[config.mk]
export PLATFORM = sky130hd
export DESIGN_NAME = pcmfc_scale
export DESIGN_NICKNAME = d
export VERILOG_FILES = /design/src/sv/pcmfc_pkg.sv /design/src/sv/pcmfc_scale.sv
export SDC_FILE = /design/constraint.sdc
export NUM_CORES = 2
export LEC_CHECK = 0
export BUFFER_PORTS_ARGS = -buffer_cell sky130_fd_sc_hd__buf_2
export CAP_MARGIN = 15
export CORE_ASPECT_RATIO = 1.25
export CORE_UTILIZATION = 25
export CTS_BUF_LIST = sky130_fd_sc_hd__clkbuf_8
export CTS_CLUSTER_SIZE = 16
export DETAILED_ROUTE_END_ITERATION = 8
export SLEW_MARGIN = 0
export SYNTH_ARGS = -nofsm -noshare
export SYNTH_HDL_FRONTEND = slang
export SYNTH_SLANG_ARGS = --single-unit
[constraint.sdc]
create_clock -name clk -period 18.8 [get_ports clk]
set_input_delay 1.88 -clock clk [delete_from_list [all_inputs] [get_ports clk]]
set_output_delay 1.88 -clock clk [all_outputs]
set_load 0.05 [all_outputs]
[src/sv/pcmfc_pkg.sv]
//------------------------------------------------------------------------------
// pcmfc_pkg
// Shared types and constants for the PCM format convert / downmix core.
//------------------------------------------------------------------------------
package pcmfc_pkg;

  // Sample format codes
  localparam logic [3:0] FMT_S16     = 4'd0;
  localparam logic [3:0] FMT_U8P     = 4'd1;
  localparam logic [3:0] FMT_S16P    = 4'd2;
  localparam logic [3:0] FMT_S32P    = 4'd3;
  localparam logic [3:0] FMT_FLTP    = 4'd4;
  localparam logic [3:0] FMT_DBLP    = 4'd5;
  localparam logic [3:0] FMT_U8      = 4'd6;
  localparam logic [3:0] FMT_S32     = 4'd7;
  localparam logic [3:0] FMT_FLT     = 4'd8;
  localparam logic [3:0] FMT_DBL     = 4'd9;

  // Register indexes
  localparam logic [1:0] REG_FORMAT  = 2'd0;
  localparam logic [1:0] REG_IVOL    = 2'd1;
  localparam logic [1:0] REG_FVOL    = 2'd2;
  localparam logic [1:0] REG_CHANS   = 2'd3;

  localparam logic [6:0]  VOL_MAX    = 7'd100;
  localparam logic [47:0] FIX_CAP    = 48'h8000_0000_0000;
  localparam logic [15:0] PCM_MAX    = 16'h7FFF;

  // Path select decided at decode
  typedef enum logic [1:0] {
    PATH_PASS,
    PATH_INT,
    PATH_FIX,
    PATH_BAD
  } path_t;

  // Control bits traveling with a beat
  typedef struct packed {
    path_t path;
    logic  mix;        // 3-way downmix active
    logic  right_valid;
    logic  eob;
  } ctl_t;

  // Config snapshot
  typedef struct packed {
    logic [3:0] fmt;
    logic [6:0] ivol;
    logic [6:0] fvol;
    logic [3:0] chans;
  } cfg_t;

endpackage

[src/sv/pcmfc_scale.sv]
//------------------------------------------------------------------------------
// pcmfc_scale
// Fixed magnitude times float scale, >>32, clamp. Multiply cut in two
// partial products, registered when enable is high.
//------------------------------------------------------------------------------
module pcmfc_scale (
  input  logic        clk,
  input  logic        en,
  input  logic [47:0] mag,
  input  logic [14:0] scale,
  output logic [15:0] res
);
  import pcmfc_pkg::*;

  logic [38:0] plo_r;   // mag[23:0]*scale
  logic [38:0] phi_r;   // mag[47:24]*scale
  logic [63:0] sum;

  always_ff @(posedge clk) begin
    if (en) begin
      plo_r <= mag[23:0]  * scale;
      phi_r <= mag[47:24] * scale;
    end
  end

  always_comb begin
    sum = {1'b0, phi_r, 24'd0} + {25'd0, plo_r};
    res = (|sum[63:47]) ? PCM_MAX : {1'b0, sum[46:32]};
    if (sum[63:32] > 32'h7FFF) res = PCM_MAX;
  end
endmodule

==> impl_metrics.ini <==
[outcome]
status = complete, no violations

[synth]
netlist_area_sq_um = 24900
syn_inst = 2748
yosys_warnings = 0
ys_async_sr_fraction_pct = 0
yosysTopAreaCell = fa_1
synth_top_flop_cell = edfxtp_1
synth_area_per_cell_sq_um = 9.05
yosysSeqAreaShare_pct = 6.52
synth.distinct_cells = 64
synth_edf_count = 54
synth_fp_nets = 3597
synth_top_area_share_pct = 45.6
synth_area_leaders = fa_1 (46%), ha_1 (11%), and2_1 (9.7%)
synth-seq-cells = 54

[routing]
avgRoutedWirePerCell_um = 14.8
route.detailed.drc = 0
dr.pass1.iters = 7
viasPerCell = 4.37
ant_nets = 0
drt_wl_total_um = 59700
drt_iter0_drc = 675
vias = 17578

[floorplan]
coreArea_sq_um = 98800
fp.dieArea_sq_um = 101000
start_util_pct = 25.2
die_x_um = 284
die_y_um = 355
num_io_pins = 81
rows = 129

[final_layout]
stdcell_area_sq_um = 26600
most-common-layout-cells = inv_1 (635), fa_1 (567), and2_1 (385), nand2_1 (384), ha_1 (217)
syn2layout_area_growth_pct = 6.84
final_common_cell = inv_1
seqCellArea_sq_um = 1620
multiInputGateArea_sq_um = 20400
nFillCells = 10712
nets = 3560
drive_above_1_share_pct = 3.83

[timing]
hold_viol = 0
fmax_ghz = 0.112
setup-tns-final_ps = 0
maxSlewHeadroom_pct = 22.5
final_max_slew_viol_count = 0
period_minus_slack_ps = 8930
period_share_pct = 47.5
worst_pin_slew_ps = 1160
rsz0062_at_grt = false
setup_viol = 0

[global_routing]
grt_pass1_vias = 19416
antenna_found_initial = 11
grt_pass1_wl_um = 102000
grt.total_usage_pct = 12.5
grt_overflow_total = 0
grt_max_degree = 55

[clock_tree]
cts_setup_buffers = 0
cts-root-buf = clkbuf_8
clockBufferDepth = 2
clk_pin_slew_worst_paths_ps = 110
clkSinkCount = 54
cts_buffers = 5
ctsHoldBuffers = 0
cts.repair.resized = 0
cts_tree = done
h-tree-depth = 2

[place]
dpl_cell_area_sq_um = 26500
hpwl_um = 48400
numPortBuffers = 79
gp_congestion = 0.795

[setup_path]
required_ps = 18910
setup.worst_path.end = plo_r[38]
worstSetupPathType = in2reg
arrival_ps = 9040
crit_start = scale[6]
end_kind = flip-flop
path_max_fanout = 48
crit_path_start_kind = primary input

[hold_path]
hp-class = in2reg

[job]
drv_cap = 0
[worst min-delay path by stage]
| stage | startpoint | endpoint | slack, ps | cells after the start |
|---|---|---|---|---|
| after floorplan | en | phi_r[0] | 1990 | 0 |
| after global placement | mag[24] | phi_r[0] | 2460 | 2 |
| after detailed placement | mag[24] | phi_r[0] | 2460 | 2 |
| after CTS | mag[24] | phi_r[0] | 2100 | 2 |
| after global routing | mag[24] | phi_r[0] | 2140 | 2 |
| final | mag[24] | phi_r[0] | 2110 | 2 |
[synthesized netlist by cell type, drive strengths merged (12+ instances only)]
library cell and instances:
and2 385, a21oi 61, edfxtp 54, nand4 13, fa 567, nand3 21
xnor2 40, and3 12, o21ai 34, nand2 384, inv 634, xor2 22
clkbuf 127, ha 217, a21o 27, nor3 18, nor2 36
[layer usage]
layer  up-vias  track usage, %  part of all wire [%]
met4        14            3.29                   2.3
li1       8064               -                     -
met5         -               0                  0.14
met3        80            1.57                   3.9
met1      9109            15.6                    42
met2       311            22.6                    51
[metrics by stage]
stage,hold slack (ps),cells,utilization [%],setup slack (ps)
detailed placement,2460,4014,26.8,9490
floorplan,1990,2748,-,10690
CTS,2100,4022,26.9,9840
global placement,2460,4014,26.8,9500
finish,2110,4025,26.9,9870
global route,2140,4024,26.9,9470
[flip-flops by register name, indices dropped and copies added, names as in the netlist]
name	flops
plo_r	15
phi_r	39
[cells by family (layout without fill, tap and decap cells)]
group                      Yosys count  in the layout  share of synthesized area, %
DFF                                 54             54                          6.52
xor gates and xnor gates            62             62                          2.18
and+or+nand+nor                    896            896                          18.2
adders and majority gates          784            784                          56.5
buffers and inverters              763            727                          11.6
other                                1              4                        0.0151
muxes                                3              3                         0.126
AOI/OAI and AO/OA                  185            185                          4.86
[area by class of cell]
cell class	count	area share [%]
Clock inverter	3	0.155
Inverter	634	8.95
Clock buffer	5	0.259
Antenna cell	3	0.0282
Sequential cell	54	6.10
Timing Repair Buffer	85	1.66
Tap cell	1310	6.17
Multi-Input combinational cell	1931	76.7
[worst max-delay path, stage by stage]
cell,delay (ps)
buf_2,850
nand2_1,190
fa_1,610
fa_1,450
fa_1,560
inv_1,60
fa_1,440
fa_1,500
inv_1,50
fa_1,480
inv_1,40
ha_1,200
or4_1,510
a21oi_1,130
o211ai_1,160
a211o_1,350
a21oi_1,410
o21ai_1,220
a211o_1,380
a2111o_1,420
o211a_1,120
Power is left out: the tool's default activity adds up to more than one toggle a clock period on the data nets, which glitch-free logic cannot reach.
